**src/design/stepper_half_step_homing_sequencer_unit_macros.svh**
```systemverilog
// assertion helpers for the half-step sequencer
`ifndef STEPPER_HALF_STEP_HOMING_SEQUENCER_UNIT_MACROS_SVH
`define STEPPER_HALF_STEP_HOMING_SEQUENCER_UNIT_MACROS_SVH

// same-cycle implication, sampled on clk, quiet during reset
`define HSS_ASSERT_SAME(lbl, ante, cons) \
  lbl: assert property (@(posedge clk) disable iff (!rst_n) (ante) |-> (cons)) \
    else $error("hss check failed");

// next-cycle implication, sampled on clk, quiet during reset
`define HSS_ASSERT_NEXT(lbl, ante, cons) \
  lbl: assert property (@(posedge clk) disable iff (!rst_n) (ante) |=> (cons)) \
    else $error("hss check failed");

`endif

```
**src/design/hss_pkg.sv**
```systemverilog
package hss_pkg;

  localparam int COUNT_WIDTH = 16;
  typedef logic [COUNT_WIDTH-1:0] count_t;
  localparam logic [31:0] COUNT_MAX32 = 32'((64'd1 << COUNT_WIDTH) - 64'd1);

  // command codes
  localparam logic [1:0] CMD_TICK    = 2'd0;
  localparam logic [1:0] CMD_REVERSE = 2'd1;
  localparam logic [1:0] CMD_SEARCH  = 2'd2;

  // run modes
  localparam logic [1:0] MODE_IDLE    = 2'd0;
  localparam logic [1:0] MODE_REVERSE = 2'd1;
  localparam logic [1:0] MODE_SEARCH  = 2'd2;
  localparam logic [1:0] MODE_OVERRUN = 2'd3;

  // register indexes
  localparam int CFG_IDX_W = 1;
  localparam logic [CFG_IDX_W-1:0] CFG_SEARCH_LIMIT = 1'b0;
  localparam logic [CFG_IDX_W-1:0] CFG_OVERRUN      = 1'b1;

  localparam logic [15:0] SEARCH_LIMIT_RST = 16'd500;
  localparam logic [3:0]  OVERRUN_RST      = 4'd3;

  typedef struct packed {
    logic [1:0]  cmd;
    logic [15:0] step_count;
    logic        home_sensor;
  } item_t;

  typedef struct packed {
    logic [3:0] coil_pattern;
    logic       stepped;
    logic       busy_res;
    logic       finished;
  } result_t;

  typedef struct packed {
    logic [15:0] search_limit;
    logic [3:0]  overrun_steps;
  } cfg_t;

  typedef struct packed {
    logic [1:0] mode;
    logic       count_zero;
  } status_t;

  function automatic logic [3:0] fwd_coils(input logic [2:0] p);
    logic [3:0] c;
    unique case (p)
      3'd0: c = 4'h9;
      3'd1: c = 4'h1;
      3'd2: c = 4'h3;
      3'd3: c = 4'h2;
      3'd4: c = 4'h6;
      3'd5: c = 4'h4;
      3'd6: c = 4'hc;
      default: c = 4'h8;
    endcase
    return c;
  endfunction

  function automatic logic [3:0] rev_coils(input logic [2:0] p);
    logic [3:0] c;
    unique case (p)
      3'd0: c = 4'h8;
      3'd1: c = 4'hc;
      3'd2: c = 4'h4;
      3'd3: c = 4'h6;
      3'd4: c = 4'h2;
      3'd5: c = 4'h3;
      3'd6: c = 4'h1;
      default: c = 4'h9;
    endcase
    return c;
  endfunction

  // clamp a 16-bit count into the counter width
  function automatic count_t sat_count(input logic [15:0] v);
    logic [31:0] w;
    w = 32'(v);
    if (w > COUNT_MAX32) begin
      w = COUNT_MAX32;
    end
    return COUNT_WIDTH'(w);
  endfunction

endpackage

```
**src/design/hss_if.sv**
```systemverilog
interface hss_in_if;
  logic        valid;
  logic        ready;
  logic [1:0]  cmd;
  logic [15:0] step_count;
  logic        home_sensor;
  modport source (output valid, cmd, step_count, home_sensor, input ready);
  modport sink (input valid, cmd, step_count, home_sensor, output ready);
endinterface

interface hss_out_if;
  logic       valid;
  logic       ready;
  logic [3:0] coil_pattern;
  logic       stepped;
  logic       busy_res;
  logic       finished;
  modport source (output valid, coil_pattern, stepped, busy_res, finished, input ready);
  modport sink (input valid, coil_pattern, stepped, busy_res, finished, output ready);
endinterface

interface hss_cfg_if;
  logic                           valid;
  logic                           ready;
  logic [hss_pkg::CFG_IDX_W-1:0]  index;
  logic [15:0]                    data;
  modport source (output valid, index, data, input ready);
  modport sink (input valid, index, data, output ready);
endinterface

```
**src/design/hss_cfg_regs.sv**
```systemverilog
module hss_cfg_regs (
  input  logic                          clk,
  input  logic                          rst_n,
  input  logic                          wr_en,
  input  logic [hss_pkg::CFG_IDX_W-1:0] wr_index,
  input  logic [15:0]                   wr_data,
  output hss_pkg::cfg_t                 cfg
);

  logic [15:0] search_limit_r;
  logic [3:0]  overrun_r;

  always_ff @(posedge clk) begin
    if (!rst_n) begin
      search_limit_r <= hss_pkg::SEARCH_LIMIT_RST;
      overrun_r      <= hss_pkg::OVERRUN_RST;
    end else if (wr_en) begin
      unique case (wr_index)
        hss_pkg::CFG_SEARCH_LIMIT: search_limit_r <= wr_data;
        hss_pkg::CFG_OVERRUN:      overrun_r      <= wr_data[3:0];
        default: ;
      endcase
    end
  end

  assign cfg.search_limit  = search_limit_r;
  assign cfg.overrun_steps = overrun_r;

endmodule

```
**src/design/hss_step.sv**
```systemverilog
module hss_step (
  input  logic             clk,
  input  logic             rst_n,
  input  logic             advance,
  input  hss_pkg::item_t   item,
  input  hss_pkg::cfg_t    cfg,
  output hss_pkg::result_t result,
  output hss_pkg::status_t status
);

  logic [2:0]      phase_r, phase_nxt;
  logic [1:0]      mode_r, mode_nxt;
  hss_pkg::count_t count_r, count_nxt;
  logic [3:0]      coil_r, coil_nxt;
  logic            stepped, finished;
  hss_pkg::count_t count_dec, count_inc, limit;

  assign count_dec = count_r - hss_pkg::count_t'(1);
  assign count_inc = count_r + hss_pkg::count_t'(1);
  // zero limit behaves as one
  assign limit = hss_pkg::sat_count((cfg.search_limit == 16'd0) ? 16'd1 : cfg.search_limit);

  always_comb begin
    phase_nxt = phase_r;
    mode_nxt  = mode_r;
    count_nxt = count_r;
    coil_nxt  = coil_r;
    stepped   = 1'b0;
    finished  = 1'b0;
    unique case (item.cmd)
      hss_pkg::CMD_REVERSE: begin
        if (mode_r == hss_pkg::MODE_IDLE) begin
          if (item.step_count == 16'd0) begin
            finished = 1'b1;
          end else begin
            mode_nxt  = hss_pkg::MODE_REVERSE;
            count_nxt = hss_pkg::sat_count(item.step_count);
          end
        end
      end
      hss_pkg::CMD_SEARCH: begin
        if (mode_r == hss_pkg::MODE_IDLE) begin
          mode_nxt  = hss_pkg::MODE_SEARCH;
          count_nxt = '0;
        end
      end
      hss_pkg::CMD_TICK: begin
        unique case (mode_r)
          hss_pkg::MODE_REVERSE: begin
            coil_nxt  = hss_pkg::rev_coils(phase_r);
            phase_nxt = phase_r + 3'd1;
            stepped   = 1'b1;
            count_nxt = count_dec;
            if (count_dec == '0) begin
              mode_nxt = hss_pkg::MODE_IDLE;
              finished = 1'b1;
            end
          end
          hss_pkg::MODE_SEARCH: begin
            coil_nxt  = hss_pkg::fwd_coils(phase_r);
            phase_nxt = phase_r + 3'd1;
            stepped   = 1'b1;
            count_nxt = count_inc;
            if (item.home_sensor || (count_inc >= limit)) begin
              if (cfg.overrun_steps == 4'd0) begin
                mode_nxt  = hss_pkg::MODE_IDLE;
                count_nxt = '0;
                finished  = 1'b1;
              end else begin
                mode_nxt  = hss_pkg::MODE_OVERRUN;
                count_nxt = hss_pkg::COUNT_WIDTH'(cfg.overrun_steps);
              end
            end
          end
          hss_pkg::MODE_OVERRUN: begin
            coil_nxt  = hss_pkg::fwd_coils(phase_r);
            phase_nxt = phase_r + 3'd1;
            stepped   = 1'b1;
            count_nxt = count_dec;
            if (count_dec == '0) begin
              mode_nxt = hss_pkg::MODE_IDLE;
              finished = 1'b1;
            end
          end
          default: ;
        endcase
      end
      default: ;
    endcase
  end

  always_ff @(posedge clk) begin
    if (!rst_n) begin
      phase_r <= '0;
      mode_r  <= hss_pkg::MODE_IDLE;
      count_r <= '0;
      coil_r  <= '0;
    end else if (advance) begin
      phase_r <= phase_nxt;
      mode_r  <= mode_nxt;
      count_r <= count_nxt;
      coil_r  <= coil_nxt;
    end
  end

  assign result.coil_pattern = coil_nxt;
  assign result.stepped      = stepped;
  assign result.busy_res     = (mode_nxt != hss_pkg::MODE_IDLE);
  assign result.finished     = finished;

  assign status.mode       = mode_r;
  assign status.count_zero = (count_r == '0);

endmodule

```
**src/design/stepper_half_step_homing_sequencer_unit.sv**
```systemverilog
// a beat accepted into the input register passes through the step logic into the result
// register, from which it is offered to the sink
// throughput: one beat per cycle while the sink keeps ready high; the step logic between the
// two registers is one table lookup, a counter add and a compare
// reset: synchronous active-low; phase 0, idle, coils off, search_limit 500, overrun 3,
// both pipeline registers empty
`include "stepper_half_step_homing_sequencer_unit_macros.svh"

module stepper_half_step_homing_sequencer_unit (
  input  logic      clk,
  input  logic      rst_n,
  hss_in_if.sink    in_ch,
  hss_out_if.source out_ch,
  hss_cfg_if.sink   cfg_ch
);

  // input register: holds one command beat until the step logic takes it
  logic             in_v_r;
  hss_pkg::item_t   in_item_r;
  // result register: holds one result beat until the sink takes it
  logic             out_v_r;
  hss_pkg::result_t out_data_r;

  logic             advance;
  logic             out_free;
  hss_pkg::item_t   in_item;
  hss_pkg::result_t step_result;
  hss_pkg::status_t step_status;
  hss_pkg::cfg_t    cfg;

  // the result slot frees when it is empty or being drained this cycle
  assign out_free = !out_v_r || out_ch.ready;
  // the held beat moves through the step logic into the result slot
  assign advance  = in_v_r && out_free;
  // the input slot takes a new beat when empty or emptying now
  assign in_ch.ready = !in_v_r || advance;

  assign in_item.cmd         = in_ch.cmd;
  assign in_item.step_count  = in_ch.step_count;
  assign in_item.home_sensor = in_ch.home_sensor;

  always_ff @(posedge clk) begin
    if (!rst_n) begin
      in_v_r <= 1'b0;
    end else if (in_ch.ready) begin
      in_v_r <= in_ch.valid;
    end
  end

  // payload needs no reset
  always_ff @(posedge clk) begin
    if (in_ch.valid && in_ch.ready) begin
      in_item_r <= in_item;
    end
  end

  // config writes are always taken
  assign cfg_ch.ready = 1'b1;

  hss_cfg_regs u_cfg (
    .clk      (clk),
    .rst_n    (rst_n),
    .wr_en    (cfg_ch.valid),
    .wr_index (cfg_ch.index),
    .wr_data  (cfg_ch.data),
    .cfg      (cfg)
  );

  // phase, mode, counter and coil state advance once per processed beat
  hss_step u_step (
    .clk     (clk),
    .rst_n   (rst_n),
    .advance (advance),
    .item    (in_item_r),
    .cfg     (cfg),
    .result  (step_result),
    .status  (step_status)
  );

  always_ff @(posedge clk) begin
    if (!rst_n) begin
      out_v_r <= 1'b0;
    end else if (out_free) begin
      out_v_r <= in_v_r;
    end
  end

  always_ff @(posedge clk) begin
    if (advance) begin
      out_data_r <= step_result;
    end
  end

  assign out_ch.valid        = out_v_r;
  assign out_ch.coil_pattern = out_data_r.coil_pattern;
  assign out_ch.stepped      = out_data_r.stepped;
  assign out_ch.busy_res     = out_data_r.busy_res;
  assign out_ch.finished     = out_data_r.finished;

  // a completing beat never reports busy
  `HSS_ASSERT_SAME(a_finish_not_busy, out_v_r && out_data_r.finished, !out_data_r.busy_res)
  // a step only happens while a run is active or on its completing beat
  `HSS_ASSERT_SAME(a_step_in_run, out_v_r && out_data_r.stepped,
                   out_data_r.busy_res || out_data_r.finished)
  // idle always leaves the step counter cleared
  `HSS_ASSERT_SAME(a_idle_count_zero, step_status.mode == hss_pkg::MODE_IDLE,
                   step_status.count_zero)
  // a held beat that cannot move blocks the input side
  `HSS_ASSERT_SAME(a_full_blocks_input, in_v_r && !out_free, !in_ch.ready)
  // a processed beat always lands in the result slot
  `HSS_ASSERT_NEXT(a_advance_fills_out, advance, out_v_r)

endmodule

```
**src/flat_wrapper.sv**
```systemverilog
// flat-port wrapper written by rule: the top's interface ports become plain ports
module stepper_half_step_homing_sequencer_unit_flat 
  (clk, rst_n, in_ch_valid, in_ch_cmd, in_ch_step_count, in_ch_home_sensor, in_ch_ready, out_ch_valid, out_ch_coil_pattern, out_ch_stepped, out_ch_busy_res, out_ch_finished, out_ch_ready, cfg_ch_valid, cfg_ch_index, cfg_ch_data, cfg_ch_ready);
  hss_in_if in_ch_i ();
  hss_out_if out_ch_i ();
  hss_cfg_if cfg_ch_i ();
  input  logic clk;
  input  logic rst_n;
  input wire logic [$bits(in_ch_i.valid)-1:0] in_ch_valid;
  input wire logic [$bits(in_ch_i.cmd)-1:0] in_ch_cmd;
  input wire logic [$bits(in_ch_i.step_count)-1:0] in_ch_step_count;
  input wire logic [$bits(in_ch_i.home_sensor)-1:0] in_ch_home_sensor;
  output wire logic [$bits(in_ch_i.ready)-1:0] in_ch_ready;
  output wire logic [$bits(out_ch_i.valid)-1:0] out_ch_valid;
  output wire logic [$bits(out_ch_i.coil_pattern)-1:0] out_ch_coil_pattern;
  output wire logic [$bits(out_ch_i.stepped)-1:0] out_ch_stepped;
  output wire logic [$bits(out_ch_i.busy_res)-1:0] out_ch_busy_res;
  output wire logic [$bits(out_ch_i.finished)-1:0] out_ch_finished;
  input wire logic [$bits(out_ch_i.ready)-1:0] out_ch_ready;
  input wire logic [$bits(cfg_ch_i.valid)-1:0] cfg_ch_valid;
  input wire logic [$bits(cfg_ch_i.index)-1:0] cfg_ch_index;
  input wire logic [$bits(cfg_ch_i.data)-1:0] cfg_ch_data;
  output wire logic [$bits(cfg_ch_i.ready)-1:0] cfg_ch_ready;
  assign in_ch_i.valid = in_ch_valid;
  assign in_ch_i.cmd = in_ch_cmd;
  assign in_ch_i.step_count = in_ch_step_count;
  assign in_ch_i.home_sensor = in_ch_home_sensor;
  assign in_ch_ready = in_ch_i.ready;
  assign out_ch_valid = out_ch_i.valid;
  assign out_ch_coil_pattern = out_ch_i.coil_pattern;
  assign out_ch_stepped = out_ch_i.stepped;
  assign out_ch_busy_res = out_ch_i.busy_res;
  assign out_ch_finished = out_ch_i.finished;
  assign out_ch_i.ready = out_ch_ready;
  assign cfg_ch_i.valid = cfg_ch_valid;
  assign cfg_ch_i.index = cfg_ch_index;
  assign cfg_ch_i.data = cfg_ch_data;
  assign cfg_ch_ready = cfg_ch_i.ready;
  stepper_half_step_homing_sequencer_unit u_core (.clk(clk), .rst_n(rst_n), .in_ch(in_ch_i), .out_ch(out_ch_i), .cfg_ch(cfg_ch_i));
endmodule
```
**config.mk**
```make
export PLATFORM = sky130hd
export DESIGN_NAME = stepper_half_step_homing_sequencer_unit_flat
export DESIGN_NICKNAME = d
export VERILOG_FILES = /design/src/design/hss_pkg.sv /design/src/design/hss_if.sv /design/src/design/hss_cfg_regs.sv /design/src/design/hss_step.sv /design/src/design/stepper_half_step_homing_sequencer_unit.sv /design/src/flat_wrapper.sv
export VERILOG_INCLUDE_DIRS = /design/src /design/src/design
export SDC_FILE = /design/constraint.sdc
export NUM_CORES = 1
export LEC_CHECK = 0
export ABC_AREA = 1
export BUFFER_PORTS_ARGS = -buffer_cell sky130_fd_sc_hd__buf_2
export CORE_ASPECT_RATIO = 1.4
export CORE_MARGIN = 4
export CORE_UTILIZATION = 39
export DETAILED_ROUTE_END_ITERATION = 7
export HOLD_SLACK_MARGIN = 0.12
export SKIP_LAST_GASP = 1
export SYNTH_ARGS = -nofsm -noshare
export SYNTH_HDL_FRONTEND = slang
export SYNTH_SLANG_ARGS = --single-unit
```
**constraint.sdc**
```tcl
create_clock -name clk -period 8.21 [get_ports clk]
set_input_delay 1.642 -clock clk [delete_from_list [all_inputs] [get_ports clk]]
set_output_delay 1.642 -clock clk [all_outputs]
set_load 0.1 [all_outputs]
```
; Word level (Yosys, flattened, before mapping)
; Index checks and enable logic that the tools add are counted.
[word_totals]
register_bits = 73
input_bits = 41
out_inout_bits = 10
wordCells = 86
[op_classes]
addsub = 3
n_lt_le_gt_ge = 1
eq_ne = 15
mux = 28
bitwise_logic = 1
reduce_logical = 23
[op_table]
columns = cell, n
row1 = two-way mux 16 bit, 5
row2 = case mux 4 bit (7 select lines), 2
row3 = logical NOT 16 bit, 3
row4 = case mux 16 bit (3 select lines), 1
row5 = case mux 16 bit (2 select lines), 1
row6 = adder 16 x 1 -> 16 bit (second input constant), 1
row7 = >= comparator 16 bit, 1
row8 = subtractor 16 x 1 -> 16 bit (second input constant), 1
row9 = two-way mux 2 bit, 6
row10 = == test 3 bit (second input constant), 3
row11 = two-way mux 4 bit, 2
row12 = case mux 4 bit (2 select lines), 1
row13 = == test 2 bit (second input constant), 3
row14 = == test 3 x 2 -> 1 bit (second input constant), 2
row15 = two-way mux 1 bit, 6
row16 = inequality test 2 bit (second input constant), 3
row17 = case mux 2 bit (3 select lines), 1
row18 = AND reduction 6 bit, 1
row19 = == test 2 x 1 -> 1 bit (second input constant), 2
row20 = logical NOT 2 bit, 2
row21 = logical NOT 4 bit, 1
row22 = case mux 1 bit (2 select lines), 2
row23 = case mux 2 bit (2 select lines), 1
row24 = AND reduction 2 bit, 2
row25 = 13 further kinds, 18

; Longest topological paths before layout
; Gate-level depths: netlist of run 1.
[depth]
ltp_word = 8
mapped_depth = 21
mapped_depth_nobuf = 21

; Hierarchy
; From an unflattened synthesis of run 1, not the netlist that was laid out.
[unflattened]
hier_cells = 679
area_unflattened_um2 = 4916.0
[modules_own_cells]
columns = mod, instances, cells_per_inst, area_each_um2, seq_area_each_um2
row1 = hss_step, 1, 527, 3188.1, 500.5
row2 = stepper_half_step_homing_sequencer_unit, 1, 41, 887.1, 820.8
row3 = hss_cfg_regs, 1, 111, 840.8, 400.4

; Worst setup path before layout of run 1
; No wires, ideal clock.
[synth_path]
path_kind = input to output
startpoint = input out_ch_ready
endpoint = output in_ch_ready
arrival_time_ns = 2.450
required_time_ns = 6.568
setup_slack_ns = 4.118
cell_stages = 2
cell_sequence = inv_1 nand3_1
[synth_via]
elab_chain_cells = 3
[synth_rtl]
columns = element, line_no
row1 = from (decl), flat_wrapper.sv:19  ; input wire logic [$bits(out_ch_i.ready)-1:0] out_ch_ready;
row2 = logical OR 1 bit, stepper_half_step_homing_sequencer_unit.sv:32  ; assign out_free = !out_v_r || out_ch.ready;
row3 = logical AND 1 bit, stepper_half_step_homing_sequencer_unit.sv:34  ; assign advance = in_v_r && out_free;
row4 = logical OR 1 bit, stepper_half_step_homing_sequencer_unit.sv:36  ; assign in_ch.ready = !in_v_r || advance;
row5 = to (decl), flat_wrapper.sv:13  ; output wire logic [$bits(in_ch_i.ready)-1:0] in_ch_ready;
; No other way between the ends.

; Final worst setup path of run 1
; Ends and elaborated chain as after synthesis.

==> impl_metrics.yaml, run 1 <==
synthesis:
  synth_async_sr_flop_share_pct: 0
  library_cell_with_the_highest_instance_count_after_synthesis: "nand2_1"
  yosys_warnings: 0
  yosys.area_share.simple_pct: 25.7
  dominant_combinational_cell_family_by_area_after_synthesis: "simple AND/OR/NAND/NOR gates"
  ys_top_cells_by_count: "nand2_1, inv_1, a21oi_1"
  synth_edf_count: 26
  synth.top_cells.by_area: "dfxtp_1, edfxtp_1, nand2_1, a21oi_1, ha_1"
  synth-seq-cells: 73
  syn_inst: 583
  synth_xor_xnor_area_share_pct: 3.34
  synth.avg_cell_area_um2: 7.66
  fraction_of_the_mapped_netlist_area_in_compound_gates_pct: 16.7
  synth.area.mux_share_pct: 0
  post_synth_fa_ha_maj_area_fraction_pct: 6.73
  synth.yosys.seq_area_share_pct: 38.6
  mappedNetlistArea_mm2: 0.00446
  synth_cell_types: 46
  synth_top_area_share_pct: 21.1
  top_ff_cell_synth: "dfxtp_1"
  post_synth_top_area_cell: "dfxtp_1"
  syn_nets: 648
sta:
  finalHoldViolCount: 0
  finalSetupTns_ns: 0
  max_slew.worst_pin.slew_ns: 0.813
  worst_clock_skew_ns: 0.00789
  timing.slew.headroom_pct: 45.6
  final_min_period_over_clock_period_pct: 47.8
  final.min_clock_period_ns: 3.93
  setup_repair_after_global_routing_missed_its_margin: "no"
  clock.fmax_ghz: 0.255
  setup_viol_count_final: 0
  slew_violations: 0
critical_path:
  crit_path_start: "out_ch_ready"
  cp-endpoint: "in_ch_ready"
  reg2reg_to: "u_core.u_step.count_r[15]"
  path_max_fanout: 3
  endpoint_kind_of_the_worst_setup_timing_path: "output pin"
  r2r_setup_slack_ns: 4.45
  wp_data_required_ns: 6.57
  worst_r2r_startpoint: "u_core.u_step.count_r[0]"
  critPathKind: "in2out"
  start_kind: "input pin"
  r2r_cells: 16
  cp_data_arrival_time_ns: 2.29
global_routing:
  globalRouteOverflowTotal: 0
  antenna_found_initial: 0
  use_met2_pct: 31.8
  all_layer_global_routing_usage_pct: 17.2
  grtUsageMet3_pct: 3.31
  grt_busiest_layer: "met2"
  first_global_vias: 3921
  grt_pass1_wl_um: 18300
  gr-usage-met1_pct: 18.9
  grt_start_max_net_pins: 41
place:
  gp_congestion: 0.910
  post-dp-hpwl_um: 8360
  placement.io_buffers: 49
  total_placed_cells_including_tap_cells: 754
power:
  totalPowerFinal_uw: 1010
  worst_ir_drop_vdd_v: 0.000120
  power-per-cell-area_mw_per_mm2: 201
  power_leakage_uw: 0.00230
clock_tree:
  cts_resized: 0
  clock_sinks: 73
  cts_tree: "done"
  clkSlewWorstSetupHoldPaths_ns: 0.06
  htree_num_levels: 3
  post_cts_buffers: 0
  tritoncts.num_buffers: 9
  clock_insertion_delay_at_the_later_pin_of_the_skew_report_ns: 0.35
  ctsLongestPathBuffers: 2
  clock-root-buffer: "clkbuf_16"
  cts_hold_buf: 0
floorplan:
  floorplan.initialDensity_pct: 39.6
  die_w_um: 98.4
  row_count: 46
  core_mm2: 0.0113
  floorplan.io_pins: 51
  die_area_mm2: 0.0132
  die_height_um: 135
drt:
  finalWirelength_um: 11000
  initialDrtViolationCount: 237
  drt-vias-per-instance: 5.16
  wl_per_cell_um: 14.3
  detail_route.first_pass.iterations: 5
  drc: 0
  ant_nets: 0
  routed-via-count: 3975
cells_and_area:
  finalNetCount: 686
  number_of_fillers_in_the_final_layout: 1188
  insertedDiodeCount: 0
  area_growth_syn_to_layout_pct: 13.3
  finalNonFillerCells: 770
  post_route_cells_drive_above_1_share_pct: 15.7
status:
  run_status: "completed"
worst_hold_path:
  timing.hold.worst.class: "reg2reg"
  hold_path_startpoint: "u_core.u_step.coil_r[3]"
job:
  max_cap_viol_count: 0
==> kinds of logic (layout without fill, tap and decap cells) <==
family	count (synthesis)	in the layout
xor gates and xnor gates	17	17
adders and majority gates	24	24
AOI/OAI and AO/OA	131	131
buffers and inverters	93	136
other	1	1
and+or+nand+nor	244	244
DFF	73	73
==> where the power goes <==
group	switching, µW	internal (µW)	total (µW)
Sequential	22.0	397	419
Clock	161	237	398
Combinational	133	64.1	197
Total	316	698	1010
==> through the flow <==
stage | hold WS [ns] | area [µm²] | util (%) | setup WS (ns)
floorplan | 0.436 | 4460 | - | 4.12
global placement | 0.456 | 4760 | 42.2 | 4.29
detailed placement | 0.455 | 4760 | 42.2 | 4.28
CTS | 0.468 | 5060 | 44.9 | 4.28
global route | 0.490 | 5060 | 44.9 | 4.12
finish | 0.467 | 5060 | 44.9 | 4.28
==> sequential cells by signal, indices dropped and copies added, names as in the netlist <==
name,count
u_core.out_ch.coil_pattern,4
u_core.u_step.mode_r,2
u_core.u_step.count_r,16
u_core.out_ch.stepped,1
u_core.u_cfg.overrun_r,4
u_core.out_ch.valid,1
u_core.out_ch.busy_res,1
u_core.u_cfg.search_limit_r,16
u_core.u_step.coil_r,4
u_core.out_ch.finished,1
u_core.u_step.phase_r,3
u_core.in_v_r,1
u_core.in_item_r,19
==> final cells by class <==
cell class | count | area [µm²] | share of cell area, %
Inverter | 70 | 263 | 5.19
Multi-Input combinational cell | 417 | 2340 | 46.3
Clock inverter | 6 | 68.8 | 1.36
Clock buffer | 10 | 229 | 4.53
Tap cell | 144 | 180 | 3.56
Timing Repair Buffer | 50 | 253 | 5.00
Sequential cell | 73 | 1720 | 34.0
==> placed cells by master (no fill, tap or decap), types with 2 or more instances in the layout <==
| master | netlist | layout |
|---|---|---|
| xnor2_1 | 2 | 2 |
| o21bai_1 | 2 | 2 |
| o21ai_0 | 38 | 38 |
| nor4_1 | 9 | 9 |
| a21o_1 | 2 | 2 |
| nor2_2 | 10 | 10 |
| nor2_4 | 4 | 4 |
| xor2_1 | 15 | 15 |
| nand2_2 | 3 | 3 |
| edfxtp_1 | 26 | 26 |
| a21oi_1 | 61 | 61 |
| nand2_1 | 126 | 126 |
| nor2_1 | 36 | 36 |
| nand3_2 | 3 | 3 |
| dfxtp_1 | 47 | 47 |
| nand4_1 | 8 | 8 |
| nor3_1 | 3 | 3 |
| buf_2 | 5 | 49 |
| clkbuf_16 | 0 | 9 |
| nor3_4 | 2 | 2 |
| nand3_1 | 34 | 34 |
| clkinv_4 | 0 | 2 |
| o211ai_1 | 17 | 17 |
| ha_1 | 24 | 24 |
| inv_1 | 64 | 64 |
| inv_2 | 6 | 6 |
==> how the worst min path moves through the flow <==
stage                                    to  slack (ns)  depth (start not counted)
floorplan           u_core.u_step.coil_r[3]        0.44                          2
global placement    u_core.u_step.coil_r[3]        0.46                          2
detailed placement  u_core.u_step.coil_r[3]        0.45                          2
CTS                 u_core.u_step.coil_r[3]        0.47                          2
global route        u_core.u_step.coil_r[1]        0.49                          2
finish              u_core.u_step.coil_r[3]        0.47                          2
==> critical path, cell delays in order <==
cell and delay [ns]:
buf_2 0.07, inv_1 0.04, nand3_1 0.09, buf_2 0.44
==> layer usage <==
metal / vias to the layer above / share of wire, %
met3: 15 / 4.6
met2: 91 / 52
met4: 0 / 2.3
li1: 2039 / -
met1: 1830 / 41
met5: - / 0
No activity file was read; power rests on OpenSTA's default activity.
==> run 2, diff against run 1 <==
--- a/config.mk
+++ b/config.mk
@@ -6,7 +6,7 @@
 export SDC_FILE = /design/constraint.sdc
 export NUM_CORES = 1
 export LEC_CHECK = 0
-export ABC_AREA = 1
+export ABC_AREA = 0
 export BUFFER_PORTS_ARGS = -buffer_cell sky130_fd_sc_hd__buf_2
 export CORE_ASPECT_RATIO = 1.4
 export CORE_MARGIN = 4
==> constraint.sdc (replaced) <==
create_clock -name clk -period 4.05 [get_ports clk]
set_input_delay 0.81 -clock clk [delete_from_list [all_inputs] [get_ports clk]]
set_output_delay 0.81 -clock clk [all_outputs]
set_load 0.1 [all_outputs]
==> impl_metrics.yaml, run 2 <==
place:
  gp_congestion: 0.904
  place_area_mm2: 0.00500
  placement.io_buffers: 49
  post-dp-hpwl_um: 10100
synthesis:
  ys_top_cells_by_count: "nand2_1, dfxtp_1, a21oi_1"
  synth.avg_cell_area_um2: 8.47
  post_synth_top_area_cell: "dfxtp_1"
  synth.yosys.seq_area_share_pct: 37.7
  synth_async_sr_flop_share_pct: 0
  top_ff_cell_synth: "dfxtp_1"
  synth_top_area_share_pct: 20.6
  syn_nets: 604
  synth.top_cells.by_area: "dfxtp_1, edfxtp_1, ha_1, nand2_1, a21oi_1"
  yosys_warnings: 0
  library_cell_with_the_highest_instance_count_after_synthesis: "nand2_1"
  syn_inst: 539
  synth_cell_types: 69
  synth-seq-cells: 73
  synth_edf_count: 26
  mappedNetlistArea_mm2: 0.00457
critical_path:
  crit_path_start: "u_core.u_step.count_r[5]"
  endpoint_kind_of_the_worst_setup_timing_path: "register"
  critical_path.cell_chain: "nand4_2 -> or4_4 -> nor2_1 -> xor2_1 -> ha_1 -> nand4_1 -> or4_1 -> o32a_1 -> a21oi_2 -> buf_4 -> a211oi_1 -> a221o_1"
  reg2reg_to: "u_core.u_step.count_r[7]"
  critPathKind: "reg2reg"
  r2r_cells: 12
  start_kind: "register"
  wp_data_required_ns: 4.28
  critPathMaxStageDelay_ns: 0.61
  r2r_setup_slack_ns: 0.21
  critical-path-slowest-cell: "or4_4"
  cp_data_arrival_time_ns: 4.07
  path_max_fanout: 11
  worst_r2r_startpoint: "u_core.u_step.count_r[5]"
worst_hold_path:
  timing.hold.worst.class: "reg2reg"
  min_to: "u_core.u_cfg.search_limit_r[0]"
  hold_path_startpoint: "u_core.u_cfg.search_limit_r[0]"
  worst_hold_path.num_cells: 2
drt:
  initialDrtViolationCount: 446
  drt-vias-per-instance: 6.02
  detail_route.first_pass.iterations: 7
  ant_nets: 0
  wl_per_cell_um: 18.5
  finalWirelength_um: 13600
  routed-via-count: 4417
  drc: 0
clock_tree:
  tritoncts.num_buffers: 9
  cts_tree: "done"
  ctsLongestPathBuffers: 2
  post_cts_buffers: 0
  clock-root-buffer: "clkbuf_16"
  clock_sinks: 73
  clock_insertion_delay_at_the_later_pin_of_the_skew_report_ns: 0.35
  clkSlewWorstSetupHoldPaths_ns: 0.06
  htree_num_levels: 3
power:
  worst_ir_drop_vdd_v: 0.000216
  power-per-cell-area_mw_per_mm2: 361
  power_leakage_uw: 0.00205
floorplan:
  core_mm2: 0.0114
  die_area_mm2: 0.0135
  floorplan.initialDensity_pct: 40.1
  die_height_um: 136
  floorplan.io_pins: 51
  row_count: 46
  die_w_um: 99.5
sta:
  max_slew.worst_pin.slew_ns: 0.995
  slew_violations: 0
  timing.slew.headroom_pct: 33.7
  worst_clock_skew_ns: 0.00783
  final.min_clock_period_ns: 3.84
  finalHoldViolCount: 0
  final_min_period_over_clock_period_pct: 94.7
  finalSetupTns_ns: 0
  setup_viol_count_final: 0
  setup_repair_after_global_routing_missed_its_margin: "no"
  clock.fmax_ghz: 0.261
cells_and_area:
  max_flop_register: "u_core.in_item_r"
  leading_registers_by_flop_count: "u_core.in_item_r x19, u_core.u_cfg.search_limit_r x16, u_core.u_step.count_r x16"
  area_growth_syn_to_layout_pct: 16.2
  insertedDiodeCount: 0
  layout.cell_area.non_filler_mm2: 0.00531
  largest_reg_flops: 19
  final_cell_mix: "nand2_1, buf_2, dfxtp_1, a21oi_1, nor2_1"
  number_of_fillers_in_the_final_layout: 1148
  post_route_cells_drive_above_1_share_pct: 17.6
  layout_commonest_cell: "nand2_1"
  finalNetCount: 650
global_routing:
  first_global_vias: 4246
  antenna_found_initial: 0
  grt_start_max_net_pins: 24
  globalRouteOverflowTotal: 0
  all_layer_global_routing_usage_pct: 20.3
  grt_pass1_wl_um: 21500
status:
  run_status: "completed"
job:
  max_cap_viol_count: 0
-- run 2: cell types whose count changed in the layout (fill, tap and decap cells not counted), moves of 15 or more --
cell     previous run  this run
buf_4               1        20
nor3_1              3        18
a21oi_1            61        33
o21ai_0            38        17
inv_1              64        28
nand2_1           126        73
-- run 2: kinds of logic after synthesis --
kind of cell             after synthesis  synth area share [%]
AND/OR/NAND/NOR                      220                  24.4
AO/OA/AOI/OAI                        136                  21.5
flip-flops                            73                  37.7
buffers and inverters                 63                  5.48
adder cells (fa/ha/maj)               24                  6.58
XOR/XNOR                              18                  3.45
multiplexers                           4                 0.877
other                                  1                0.0821
-- run 2: area by class of cell --
type / instances / area (µm²) / area share, %
Clock buffer: 10 / 250 / 4.71
Clock inverter: 6 / 38.8 / 0.731
Inverter: 29 / 109 / 2.05
Multi-Input combinational cell: 403 / 2610 / 49.1
Sequential cell: 73 / 1730 / 32.5
Tap cell: 144 / 180 / 3.39
Timing Repair Buffer: 69 / 395 / 7.45
-- run 2: routing by layer --
metal  vias up  GRT usage (%)  wire length, µm
li1       2084              -                -
met1      2126           23.7             5420
met2       168           36.0             7010
met3        39           3.23              750
met4         0           9.57              414
met5         -              0                0
-- run 2: worst max-delay path, delay by kind of cell (launching register included) --
kind / cells / cell delay, ns
AO/OA/AOI/OAI: 4 / 0.95
XOR/XNOR: 1 / 0.09
adder cells (fa/ha/maj): 1 / 0.33
buffers and inverters: 1 / 0.24
flip-flops: 1 / 0.41
AND/OR/NAND/NOR: 5 / 1.69
-- run 2: through the flow --
stage | hold slack [ns] | total power (µW) | std cells | setup WS (ns) | util [%]
final | 0.464 | 1910 | 734 | 0.214 | 46.6
after global routing | 0.499 | 1990 | 734 | 0.000280 | 46.6
after CTS | 0.467 | 1920 | 734 | 0.135 | 46.4
after detailed placement | 0.460 | 1150 | 718 | 0.164 | 43.9
after global placement | 0.447 | 1140 | 718 | 0.302 | 43.9
after floorplan | 0.436 | 1040 | 539 | 0.442 | -
-- run 2: power by group --
part	internal (µW)	switching, µW
Combinational	104	200
Sequential	796	33.8
Clock	452	328
Total	1350	563
-- run 2: how the worst max path moves through the flow --
stage / to
after floorplan: u_core.u_step.count_r[7]
after global placement: u_core.u_step.count_r[11]
after detailed placement: u_core.u_step.count_r[7]
after CTS: u_core.u_step.count_r[7]
after global routing: u_core.u_step.count_r[7]
final: u_core.u_step.count_r[7]
-- run 2: what timing repair did --
item,in CTS,in global routing
setup endpoints to repair,0,19
gates resized for setup,0,7
hold buffers,0,0
